<file path="config.mk">
export PLATFORM = sky130hd
export DESIGN_NAME = hex_escape_to_utf8_core
export DESIGN_NICKNAME = d
export VERILOG_FILES = /design/src/design/hexu_pkg.sv /design/src/design/hexu_front.sv /design/src/design/hexu_cmd_fifo.sv /design/src/design/hexu_back.sv /design/src/design/hex_escape_to_utf8_core.sv
export SDC_FILE = /design/constraint.sdc
export NUM_CORES = 1
export LEC_CHECK = 0
export ABC_AREA = 1
export BUFFER_PORTS_ARGS = -buffer_cell sky130_fd_sc_hd__buf_2
export CORE_UTILIZATION = 45
export CTS_CLUSTER_DIAMETER = 60
export DETAILED_ROUTE_END_ITERATION = 12
export PLACE_DENSITY_LB_ADDON = 0.1
export SLEW_MARGIN = 20
export SYNTH_ARGS = -nofsm -noshare
export SYNTH_HDL_FRONTEND = slang
export SYNTH_SLANG_ARGS = --single-unit
</file>
<file path="constraint.sdc">
create_clock -name clk -period 4.6 [get_ports clk]
set_clock_uncertainty 0.1 [all_clocks]
set_input_delay 0.92 -clock clk [delete_from_list [all_inputs] [get_ports clk]]
set_output_delay 0.92 -clock clk [all_outputs]
set_load 0.01 [all_outputs]
</file>
<file path="src/design/hexu_pkg.sv">
package hexu_pkg;

    localparam int CMD_DEPTH_DEF = 4;

    localparam logic [1:0] STATUS_OK       = 2'd0;
    localparam logic [1:0] STATUS_EXP_HEX  = 2'd1;
    localparam logic [1:0] STATUS_TOO_HIGH = 2'd2;

    localparam logic [7:0] HEAD_2B   = 8'b1100_0000;
    localparam logic [7:0] HEAD_3B   = 8'b1110_0000;
    localparam logic [7:0] HEAD_4B   = 8'b1111_0000;
    localparam logic [7:0] HEAD_5B   = 8'b1111_1000;
    localparam logic [7:0] HEAD_6B   = 8'b1111_1100;
    localparam logic [7:0] CONT_MARK = 8'h80;
    localparam logic [7:0] CONT_MASK = 8'h3F;
    localparam logic [3:0] WIDE_MAX  = 4'd7;

    localparam logic [7:0] CHR_X = 8'h78;
    localparam logic [7:0] CHR_U = 8'h75;

    typedef struct packed {
        logic [7:0] ch;
        logic       escape_start;
        logic       text_end;
    } in_word_t;

    typedef struct packed {
        logic [7:0] out_byte;
        logic       last;
        logic [1:0] status;
    } out_word_t;

    // One entry of the front-to-back queue: an error report or a code point
    // with the number of continuation bytes that follow its lead byte.
    typedef struct packed {
        logic        is_err;
        logic [1:0]  status;
        logic [2:0]  tail;
        logic [30:0] value;
    } cmd_t;

endpackage

</file>
<file path="src/design/hexu_front.sv">
module hexu_front
    import hexu_pkg::*;
(
    input  logic     clk,
    input  logic     rst_n,
    input  logic     accept,
    input  in_word_t item,
    output logic     cmd_push,
    output cmd_t     cmd
);

    typedef enum logic [1:0] {PH_IDLE, PH_COLLECT} phase_t;

    phase_t      phase_reg, phase_next;
    logic [3:0]  digits_left_reg, digits_left_next;
    logic        wide_first_reg, wide_first_next;
    logic [30:0] code_value_reg, code_value_next;

    logic        is_hex;
    logic [3:0]  digit;
    logic [30:0] new_value;
    logic [3:0]  digits_dec;
    logic [2:0]  new_tail;

    always_comb
    begin
        is_hex = 1'b1;
        digit  = 4'd0;
        if (item.ch >= 8'h30 && item.ch <= 8'h39)
            digit = item.ch[3:0];
        else if ((item.ch >= 8'h61 && item.ch <= 8'h66) ||
                 (item.ch >= 8'h41 && item.ch <= 8'h46))
            digit = item.ch[3:0] + 4'd9;
        else
            is_hex = 1'b0;
    end

    assign new_value  = {code_value_reg[26:0], digit};
    assign digits_dec = (digits_left_reg != 4'd0) ? digits_left_reg - 4'd1 : 4'd0;

    always_comb
    begin
        if (new_value[30:26] != 5'd0)
            new_tail = 3'd5;
        else if (new_value[25:21] != 5'd0)
            new_tail = 3'd4;
        else if (new_value[20:16] != 5'd0)
            new_tail = 3'd3;
        else if (new_value[15:11] != 5'd0)
            new_tail = 3'd2;
        else if (new_value[10:7] != 4'd0)
            new_tail = 3'd1;
        else
            new_tail = 3'd0;
    end

    always_comb
    begin
        phase_next       = phase_reg;
        digits_left_next = digits_left_reg;
        wide_first_next  = wide_first_reg;
        code_value_next  = code_value_reg;
        cmd_push         = 1'b0;
        cmd.is_err       = 1'b1;
        cmd.status       = STATUS_EXP_HEX;
        cmd.tail         = 3'd0;
        cmd.value        = new_value;
        if (accept)
        begin
            if (item.text_end)
            begin
                if (phase_reg == PH_COLLECT)
                begin
                    cmd_push         = 1'b1;
                    phase_next       = PH_IDLE;
                    digits_left_next = 4'd0;
                    wide_first_next  = 1'b0;
                end
            end
            else if (item.escape_start)
            begin
                case (item.ch)
                    CHR_X:
                    begin
                        digits_left_next = 4'd2;
                        wide_first_next  = 1'b0;
                    end
                    CHR_U:
                    begin
                        digits_left_next = 4'd4;
                        wide_first_next  = 1'b0;
                    end
                    default:
                    begin
                        digits_left_next = 4'd8;
                        wide_first_next  = 1'b1;
                    end
                endcase
                code_value_next = '0;
                phase_next      = PH_COLLECT;
            end
            else if (phase_reg == PH_COLLECT)
            begin
                if (!is_hex || (wide_first_reg && digit > WIDE_MAX))
                begin
                    cmd_push         = 1'b1;
                    cmd.status       = is_hex ? STATUS_TOO_HIGH : STATUS_EXP_HEX;
                    phase_next       = PH_IDLE;
                    digits_left_next = 4'd0;
                    wide_first_next  = 1'b0;
                end
                else
                begin
                    wide_first_next  = 1'b0;
                    code_value_next  = new_value;
                    digits_left_next = digits_dec;
                    if (digits_dec == 4'd0)
                    begin
                        phase_next = PH_IDLE;
                        cmd_push   = 1'b1;
                        cmd.is_err = 1'b0;
                        cmd.status = STATUS_OK;
                        cmd.tail   = new_tail;
                    end
                end
            end
        end
    end

    always_ff @(posedge clk or negedge rst_n)
    begin
        if (!rst_n)
        begin
            phase_reg       <= PH_IDLE;
            digits_left_reg <= 4'd0;
            wide_first_reg  <= 1'b0;
            code_value_reg  <= '0;
        end
        else
        begin
            phase_reg       <= phase_next;
            digits_left_reg <= digits_left_next;
            wide_first_reg  <= wide_first_next;
            code_value_reg  <= code_value_next;
        end
    end

endmodule

</file>
<file path="src/design/hexu_cmd_fifo.sv">
module hexu_cmd_fifo
    import hexu_pkg::*;
#(
    parameter int DEPTH = CMD_DEPTH_DEF
)
(
    input  logic clk,
    input  logic rst_n,
    input  logic push,
    input  cmd_t push_data,
    output logic full,
    input  logic pop,
    output cmd_t pop_data,
    output logic empty
);

    localparam int PW = (DEPTH > 1) ? $clog2(DEPTH) : 1;
    localparam int CW = $clog2(DEPTH + 1);
    localparam logic [PW-1:0] LAST_PTR = PW'(DEPTH - 1);
    localparam logic [CW-1:0] FULL_CNT = CW'(DEPTH);

    cmd_t          mem_reg [DEPTH];
    logic [PW-1:0] wr_ptr_reg, rd_ptr_reg;
    logic [CW-1:0] count_reg;

    assign full     = (count_reg == FULL_CNT);
    assign empty    = (count_reg == '0);
    assign pop_data = mem_reg[rd_ptr_reg];

    always_ff @(posedge clk)
    begin
        if (push)
            mem_reg[wr_ptr_reg] <= push_data;
    end

    always_ff @(posedge clk or negedge rst_n)
    begin
        if (!rst_n)
        begin
            wr_ptr_reg <= '0;
            rd_ptr_reg <= '0;
            count_reg  <= '0;
        end
        else
        begin
            if (push)
                wr_ptr_reg <= (wr_ptr_reg == LAST_PTR) ? '0 : wr_ptr_reg + PW'(1);
            if (pop)
                rd_ptr_reg <= (rd_ptr_reg == LAST_PTR) ? '0 : rd_ptr_reg + PW'(1);
            if (push && !pop)
                count_reg <= count_reg + CW'(1);
            else if (pop && !push)
                count_reg <= count_reg - CW'(1);
        end
    end

endmodule

</file>
<file path="src/design/hexu_back.sv">
module hexu_back
    import hexu_pkg::*;
(
    input  logic      clk,
    input  logic      rst_n,
    input  cmd_t      cmd,
    input  logic      cmd_empty,
    output logic      cmd_pop,
    output out_word_t result,
    output logic      empty,
    input  logic      pop
);

    logic [2:0] cnt_reg;
    logic       valid_reg;
    out_word_t  result_reg;

    logic       take;
    logic       byte_last;
    logic [2:0] sel;
    logic [5:0] seg;
    logic [7:0] head_mask;
    out_word_t  word_next;

    assign take      = (!valid_reg || pop) && !cmd_empty;
    assign byte_last = (cnt_reg == cmd.tail);
    assign cmd_pop   = take && byte_last;
    assign sel       = (cnt_reg == 3'd0) ? cmd.tail : cmd.tail - cnt_reg;

    always_comb
    begin
        case (sel)
            3'd0:    seg = cmd.value[5:0];
            3'd1:    seg = cmd.value[11:6];
            3'd2:    seg = cmd.value[17:12];
            3'd3:    seg = cmd.value[23:18];
            3'd4:    seg = cmd.value[29:24];
            3'd5:    seg = {5'd0, cmd.value[30]};
            default: seg = 6'd0;
        endcase
    end

    always_comb
    begin
        case (cmd.tail)
            3'd1:    head_mask = HEAD_2B;
            3'd2:    head_mask = HEAD_3B;
            3'd3:    head_mask = HEAD_4B;
            3'd4:    head_mask = HEAD_5B;
            3'd5:    head_mask = HEAD_6B;
            default: head_mask = 8'd0;
        endcase
    end

    always_comb
    begin
        word_next.last   = byte_last;
        word_next.status = cmd.status;
        if (cmd.is_err)
            word_next.out_byte = 8'd0;
        else if (cmd.tail == 3'd0)
            word_next.out_byte = {1'b0, cmd.value[6:0]};
        else if (cnt_reg == 3'd0)
            word_next.out_byte = head_mask | {2'b00, seg};
        else
            word_next.out_byte = CONT_MARK | ({2'b00, seg} & CONT_MASK);
    end

    assign result = result_reg;
    assign empty  = !valid_reg;

    always_ff @(posedge clk)
    begin
        if (take)
            result_reg <= word_next;
    end

    always_ff @(posedge clk or negedge rst_n)
    begin
        if (!rst_n)
        begin
            cnt_reg   <= 3'd0;
            valid_reg <= 1'b0;
        end
        else
        begin
            if (take)
            begin
                valid_reg <= 1'b1;
                cnt_reg   <= byte_last ? 3'd0 : cnt_reg + 3'd1;
            end
            else if (pop)
                valid_reg <= 1'b0;
        end
    end

endmodule

</file>
<file path="src/design/hex_escape_to_utf8_core.sv">
// Channel   Handshake            Word        Direction
// -------   ------------------   ---------   ---------
// item      push / full          in_word_t   into block
// result    pop / empty          out_word_t  out of block
//
// One character word is taken per cycle while full is low; the front
// decodes it in the same cycle and queues at most one command.
// The back turns each command into 1 to 6 result words, one per cycle
// while the result register is empty or being popped.
// Reset clears the escape state, the command queue and the result valid flag.
// A stalled result side fills the command queue; full then rises.
module hex_escape_to_utf8_core
    import hexu_pkg::*;
#(
    parameter int CMD_DEPTH = CMD_DEPTH_DEF
)
(
    input  logic      clk,
    input  logic      rst_n,
    input  logic      push,
    output logic      full,
    input  in_word_t  item,
    output logic      empty,
    input  logic      pop,
    output out_word_t result
);

    logic cmd_push;
    logic cmd_pop;
    logic cmd_empty;
    cmd_t cmd_in;
    cmd_t cmd_head;

    // Front: track escape state, classify each character word.
    hexu_front u_front (
        .clk      (clk),
        .rst_n    (rst_n),
        .accept   (push && !full),
        .item     (item),
        .cmd_push (cmd_push),
        .cmd      (cmd_in)
    );

    // Decouple front and back so each side stalls on its own.
    hexu_cmd_fifo #(
        .DEPTH (CMD_DEPTH)
    ) u_fifo (
        .clk       (clk),
        .rst_n     (rst_n),
        .push      (cmd_push),
        .push_data (cmd_in),
        .full      (full),
        .pop       (cmd_pop),
        .pop_data  (cmd_head),
        .empty     (cmd_empty)
    );

    // Back: expand each command into UTF-8 bytes or an error word behind one output register.
    hexu_back u_back (
        .clk       (clk),
        .rst_n     (rst_n),
        .cmd       (cmd_head),
        .cmd_empty (cmd_empty),
        .cmd_pop   (cmd_pop),
        .result    (result),
        .empty     (empty),
        .pop       (pop)
    );

endmodule

</file>
==> qor.csv, run 1 <==
metric,value,unit
die height,143,microns
mapped cell area,8900,sq um
P&R area growth vs syn,12.4,%
Crit path required time,4.84,ns
I/O Buffers,26,
critical path capture point type,register,
Yosys cell types,46,
final global-route overflow total,0,
Post-synth ARST share,21.7,%
hold wc startpoint,u_front.code_value_reg[13],
Num Clock Sinks,203,
reg2reg path depth,16,
# IOs,27,
cells along the critical path,buf_4 -> nand2_1 -> nand3_1 -> nand2_2 -> ha_1 -> inv_1 -> fa_1 -> nor2_1 -> a21oi_4 -> nor2_2 -> nand4_1 -> nand2_1 -> nor2_1 -> nand2_1 -> nand2_1 -> a21oi_1,
Critical Path Max Stage Delay,0.61,ns
DR iter-0 viols,556,
min Tclk post-route,3.52,ns
CTS HTree Levels,1,
worst slew pin tran,1.02,ns
Yosys reg bits,203,
syn nets,823,
pwr dens,657,nW/um^2
critical-path maximum fanout,76,
unrepaired setup endpoints after global routing,no,
critical path arrival,3.76,ns
combinational group share of total power,39.6,%
largest net degree at the start of global routing,77,
share of total power in the clock network,24.0,%
Final period util,76.6,%
worst skew pair latency,0.51,ns
WL final,20900,microns
post-synth top area share,53.6,%
max reg flops,148,
Flop pwr share,36.4,%
Synth area leaders,"edfxtp_1 (54%), dfrtp_1 (12%), o21ai_0 (4.6%)",
post-cts resize count,0,
max-cap violations,0,
"Hold Vio Cnt, Final",0,
setup bufs post-CTS,0,
final-report setup violation count,0,
dominant synthesized flop cell,edfxtp_1,
final net count,853,
Post-DP HPWL,13500,microns
Initial DRT Pass Iterations,4,
cell mode on critical path,nand2_1,
Post-Route Utilization,51.6,%
fmax,284,MHz
Global Route Usage Sum,21.6,%
status,"finished, final reports clean",
Post-Syn Instances,793,
hold buffer count at CTS,0,
Post-DRT Antenna Nets,0,
layout cells sized above 1,13.1,%
"Seq/Total Area, Yosys",66.0,%
Worst Setup Start Kind,register,
slew margin rel.,32.0,%
synth cell count leaders,"edfxtp_1 (159), nor2_1 (100), inv_1 (83), nand2_1 (83), o21ai_0 (82)",
root buf cell,clkbuf_16,
die span in x,143,microns
Fillers,1747,
Slew Limit Fails,0,
global-route wire length before repair,32500,microns
drc violations,0,
core area,19400,sq um
initial core utilization,45.9,%
diodes inserted,0,
CTS max path bufs,3,
Switching Fraction,40.4,%
"EDFF count, synth",159,
leakage power,3.85,nW
largest area contributor in the netlist,edfxtp_1,
WS Path Type,register to register,
global placer's final weighted congestion,0.910,
Std-Cell Rows,51,
drt wl/cell,19.0,microns
Vias/cell,5.42,
total CTS buffers,22,
vias in the first global route,5733,
yosys warns,0,
reg2reg start,u_fifo.rd_ptr_reg[0],
"slowest stage cell, crit path",buf_4,
initial antenna violation count,0,
net load switching power,2.66,mW
Pint,3.92,mW
setup TNS,0,ns
Hold Path Class,register to register,
clk slew on worst S/H paths,0.06,ns
Hold Path Sink,u_fifo.mem_reg[1][17],
worst reg-to-reg setup slack,1.08,ns
r2r endpoint,u_back.result[4],
Syn Area/Cell,11.2,sq um
die area,20300,sq um
most common cell in the netlist,edfxtp_1,
hold path depth,0,
TritonCTS clock tree,done,
maximum VDD drop,0.304,mV
routed vias,5976,
## per-stage QoR
step / cell area [sq um] / instances / hold WS, ns / total power, mW / worst slack [ns]
global route: 10000 / 1103 / 0.446 / 7.02 / 0.791
detailed placement: 9360 / 1064 / 0.398 / 5.02 / 0.755
global placement: 9360 / 1064 / 0.391 / 4.98 / 0.843
CTS: 10000 / 1103 / 0.412 / 6.61 / 1.05
finish: 10000 / 1103 / 0.407 / 6.58 / 1.08
floorplan: 8900 / 793 / 0.376 / 4.30 / 0.405
## cells in the final DEF, fill, tap and decap left out, types with 10 or more instances in the layout
master / n
nand3_1: 39
nand4_1: 10
o21ai_0: 82
edfxtp_1: 159
ha_1: 14
nand2_1: 83
o22ai_1: 59
a21oi_1: 17
inv_1: 83
dfrtp_1: 43
clkbuf_16: 22
buf_2: 26
nor2_1: 96
## per-layer routing
metal / GRT usage (%) / wire length [microns]
met3: 3.32 / 890
met4: 6.68 / 534
met1: 30.2 / 9720
met2: 34.6 / 9790
met5: 0 / 0
## cells by family (layout without fill, tap and decap cells)
| kind of cell | after synthesis | in the layout | synth area share, % |
|---|---|---|---|
| simple gates | 263 | 263 | 13.3 |
| flops | 203 | 203 | 66.0 |
| compound gates | 181 | 181 | 11.9 |
| buf+inv | 124 | 169 | 5.72 |
| fa+ha+maj | 16 | 16 | 2.42 |
| xor+xnor | 5 | 5 | 0.492 |
| mux | 1 | 1 | 0.112 |
## worst max-delay path by stage
| stage | from | endpoint | slack, ns |
|---|---|---|---|
| after detailed placement | item[2] | u_fifo.count_reg[2] | 0.75 |
| after CTS | u_fifo.rd_ptr_reg[0] | u_back.result[4] | 1.05 |
| after floorplan | item[2] | u_fifo.mem_reg[0][0] | 0.41 |
| after global routing | u_fifo.rd_ptr_reg[0] | u_back.result[4] | 0.79 |
| after global placement | item[2] | u_fifo.count_reg[2] | 0.84 |
| final | u_fifo.rd_ptr_reg[0] | u_back.result[4] | 1.08 |
## power groups by stage
stage / Combinational, mW / Clock (mW) / Sequential, mW
after CTS: 2.60 / 1.61 / 2.40
after global routing: 2.91 / 1.68 / 2.42
after global placement: 2.55 / 0 / 2.43
final: 2.61 / 1.58 / 2.40
after floorplan: 1.86 / 0 / 2.44
after detailed placement: 2.59 / 0 / 2.43
## worst max-delay path, delay by kind of cell (launching register included)
kind / cells / cell delay, ns
AO/OA/AOI/OAI: 2 / 0.22
buffers and inverters: 2 / 0.67
AND/OR/NAND/NOR: 10 / 1.40
flip-flops: 1 / 0.36
adder cells (fa/ha/maj): 2 / 0.60
## final cells by class
type | instances | area, sq um | area share, %
repair buffers | 37 | 250 | 2.50
clock buffers | 25 | 562 | 5.61
multi-input cells | 466 | 2550 | 25.5
flip-flops and latches | 203 | 5880 | 58.7
clock inverters | 14 | 85.1 | 0.850
inverters | 93 | 350 | 3.50
well taps | 265 | 332 | 3.31
(Power assumes the default switching activity.)
==> run 2: changes to the inputs <==
--- a/config.mk
+++ b/config.mk
@@ -5,7 +5,7 @@
 export SDC_FILE = /design/constraint.sdc
 export NUM_CORES = 1
 export LEC_CHECK = 0
-export ABC_AREA = 1
+export ABC_AREA = 0
 export BUFFER_PORTS_ARGS = -buffer_cell sky130_fd_sc_hd__buf_2
 export CORE_UTILIZATION = 45
 export CTS_CLUSTER_DIAMETER = 60
==> constraint.sdc (replaced) <==
create_clock -name clk -period 3.12 [get_ports clk]
set_clock_uncertainty 0.1 [all_clocks]
set_input_delay 0.624 -clock clk [delete_from_list [all_inputs] [get_ports clk]]
set_output_delay 0.624 -clock clk [all_outputs]
set_load 0.01 [all_outputs]
==> run 2 against run 1 <==
Clock power up 72%. Sequential share of layout area decreased by 0.39 points. Maximum frequency is 18% higher. Setup slack lost 0.94 ns. Worst hold slack got worse by 0.24 ns. Cell area grew 0.66%. Global-route usage is 2.9 points lower. Core utilization rose by 2.3 points. Critical path type unchanged. Critical path depth is 4 lower. Die area decreased by 3.5%. Synthesized cell count is 36% lower.
==> qor.csv, run 2 <==
metric,value,unit,change
Post-DRT Antenna Nets,0,,unchanged
Crit path required time,3.38,ns,-1.46 ns
Post-DP HPWL,11300,microns,-16%
XOR/XNOR Fraction of Synth Area,0.903,%,+0.41 points
CTS HTree Levels,1,,unchanged
largest net degree at the start of global routing,39,,-49%
min Tclk post-route,2.98,ns,-0.542 ns
drc violations,0,,unchanged
synth cell count leaders,"edfxtp_1 (159), dfrtp_1 (44), mux4_2 (37)",,
Yosys cell types,57,,+24%
WL final,17500,microns,-16%
worst setup margin,0.139,ns,-0.938 ns
leakage power,3.80,nW,-1.1%
syn nets,540,,-34%
multiplexer area fraction after synthesis,13.1,%,+13 points
DP Worst Slack,0.0312,ns,-0.723 ns
most frequent cells in the layout,"edfxtp_1 (159), dfrtp_1 (43), mux4_2 (37), a22o_1 (27), buf_4 (27)",,
Initial DRT Pass Iterations,4,,unchanged
global placer's final weighted congestion,0.932,,+2.4%
Global Route Usage Sum,18.7,%,-2.9 points
reg2reg path depth,12,,-4
post-synth top area share,55.6,%,+2.0 points
TritonCTS clock tree,done,,
Flop pwr share,35.7,%,-0.7 points
hold buffer count at CTS,0,,unchanged
Std-Cell Rows,50,,-2.0%
Num Clock Sinks,203,,unchanged
setup TNS,0,ns,unchanged
Setup crit end,u_back.result[4],,
initial core utilization,45.9,%,about the same
worst reg-to-reg setup slack,0.14,ns,-0.94 ns
global-route wire length before repair,27700,microns,-15%
critical path arrival,3.25,ns,-0.51 ns
yosys warns,0,,unchanged
r2r endpoint,u_back.result[4],,
combinational group share of total power,34.9,%,-4.7 points
critical path capture point type,register,,
drt wl/cell,21.2,microns,+12%
max-cap violations,0,,unchanged
die span in x,140,microns,-1.8%
Adder-Cell Fraction of Synth Area,2.51,%,+0.089 points
diodes inserted,0,,unchanged
CTS max path bufs,3,,unchanged
initial antenna violation count,0,,unchanged
worst slew pin tran,0.982,ns,-0.0366 ns
Synth Area in Compound Gates,6.91,%,-5.0 points
post-synthesis simple-gate area fraction,6.15,%,-7.2 points
net load switching power,2.85,mW,+7.2%
die area,19600,sq um,-3.5%
Yosys reg bits,203,,unchanged
slew margin rel.,34.6,%,+2.6 points
I/O Buffers,26,,unchanged
Synth area leaders,"edfxtp_1 (56%), dfrtp_1 (13%), mux4_2 (9.7%)",,
largest area contributor in the netlist,edfxtp_1,,
mapped cell area,8590,sq um,-3.5%
"EDFF count, synth",159,,unchanged
Syn Area/Cell,16.8,sq um,+50%
P&R area growth vs syn,17.3,%,
status,"finished, final reports clean",,
maximum VDD drop,0.465,mV,+53%
final-report setup violation count,0,,unchanged
"Seq/Total Area, Yosys",68.4,%,+2.4 points
root buf cell,clkbuf_16,,
Post-synth ARST share,21.7,%,unchanged
Pint,6.40,mW,+63%
"commonest non-fill, non-tap cell in the layout",edfxtp_1,,
layout cells sized above 1,27.2,%,+14 points
Worst Setup Start Kind,register,,
Slew Limit Fails,0,,unchanged
final global-route overflow total,0,,unchanged
Post-Syn Instances,510,,-36%
clk slew on worst S/H paths,0.05,ns,about the same
dominant synthesized flop cell,edfxtp_1,,
Hold Path Class,primary input to asynchronous set/reset pin,,
Final period util,95.6,%,+19 points
total CTS buffers,23,,+4.5%
Switching Fraction,30.8,%,-9.6 points
routed vias,4740,,-21%
"Hold Vio Cnt, Final",0,,unchanged
reg2reg start,u_fifo.rd_ptr_reg[0],,
die height,140,microns,-1.8%
final net count,606,,-29%
most common cell in the netlist,edfxtp_1,,
critical-path maximum fanout,8,,-89%
worst skew pair latency,0.50,ns,about the same
fmax,335,MHz,+18%
pwr dens,918,nW/um^2,+40%
WS Path Type,register to register,,
DR iter-0 viols,265,,-52%
core area,18700,sq um,-3.6%
vias in the first global route,4909,,-14%
# IOs,27,,unchanged
worst setup path startpoint,u_fifo.rd_ptr_reg[0],,
largest family of logic cells by synthesized area,multiplexers,,
share of total power in the clock network,29.5,%,+5.5 points
max reg flops,148,,unchanged
Vias/cell,5.74,,+5.9%
==> run 2: changes by cell type in the layout (fill, tap and decap cells not counted), sizes merged, moves of 37 or more <==
cell   previous run  this run
nor2            105        23
o21ai            89         8
inv              92        22
nand2            90        22
o22ai            59         3
mux4              0        37
nand3            44         7
==> run 2: power by group through the flow <==
stage | Clock [mW] | Sequential [mW] | Combinational [mW]
final | 2.72 | 3.30 | 3.23
after global routing | 2.89 | 3.33 | 3.50
after CTS | 2.79 | 3.30 | 3.14
after detailed placement | 0 | 3.36 | 3.13
after global placement | 0 | 3.35 | 3.10
after floorplan | 0 | 3.38 | 2.14
==> run 2: layout make-up <==
| cell class | count | area [sq um] |
|---|---|---|
| clock buffer | 33 | 654 |
| clock inverter | 8 | 124 |
| fill | 1492 | 8630 |
| inverter | 21 | 78.8 |
| multi-input combinational | 267 | 2580 |
| sequential | 203 | 5880 |
| tap | 234 | 293 |
| timing repair buffer | 60 | 464 |
==> run 2: timing repair <==
action | in CTS | in global routing
setup endpoints to repair | 0 | 7
buffers inserted | 0 | 3
gates resized for setup | 0 | 6
==> run 2: through the flow <==
| stage | total power, mW | hold slack [ns] | cells | utilization, % | area, sq um |
|---|---|---|---|---|---|
| CTS | 9.23 | 0.207 | 823 | 53.6 | 10000 |
| global placement | 6.45 | 0.384 | 782 | 49.5 | 9250 |
| global route | 9.71 | 0.231 | 826 | 53.9 | 10100 |
| floorplan | 5.52 | 0.228 | 510 | - | 8610 |
| detailed placement | 6.49 | 0.387 | 782 | 49.5 | 9250 |
| finish | 9.25 | 0.171 | 826 | 53.9 | 10100 |
==> run 2: how the worst min path moves through the flow <==
stage / startpoint / end / slack, ns / cells past startpoint
floorplan: rst_n / u_back.cnt_reg[0] / 0.23 / 0
global placement: u_front.digits_left_reg[1] / u_front.digits_left_reg[1] / 0.38 / 2
detailed placement: u_fifo.count_reg[2] / u_fifo.count_reg[2] / 0.39 / 1
CTS: rst_n / u_back.cnt_reg[1] / 0.21 / 1
global route: rst_n / u_back.cnt_reg[1] / 0.23 / 1
finish: rst_n / u_back.cnt_reg[1] / 0.17 / 1
==> run 2: critical path: stages, from the launching register on <==
cell	delay (ns)
dfrtp_2	0.37
mux4_2	0.52
inv_2	0.08
ha_1	0.13
inv_1	0.05
fa_2	0.37
nor3_2	0.18
a21oi_2	0.07
xor2_2	0.16
buf_6	0.16
mux2_2	0.35
o221ai_2	0.15
and3b_1	0.17
==> run 2: cells by family after synthesis <==
family | count (synthesis)
buffers and inverters | 40
AOI/OAI and AO/OA | 80
and+or+nand+nor | 100
xor gates and xnor gates | 8
DFF | 203
adders and majority gates | 16
muxes | 63
==> run 2: layer usage <==
layer  routed length [microns]  part of all wire (%)  vias up  GRT usage [%]
li1                          -                     -     2161              -
met1                      7920                    45     2453           25.4
met5                         0                     0        -              0
met2                      8520                    49       94           31.1
met4                       425                   2.4        0           5.55
met3                       624                   3.6       32           2.97
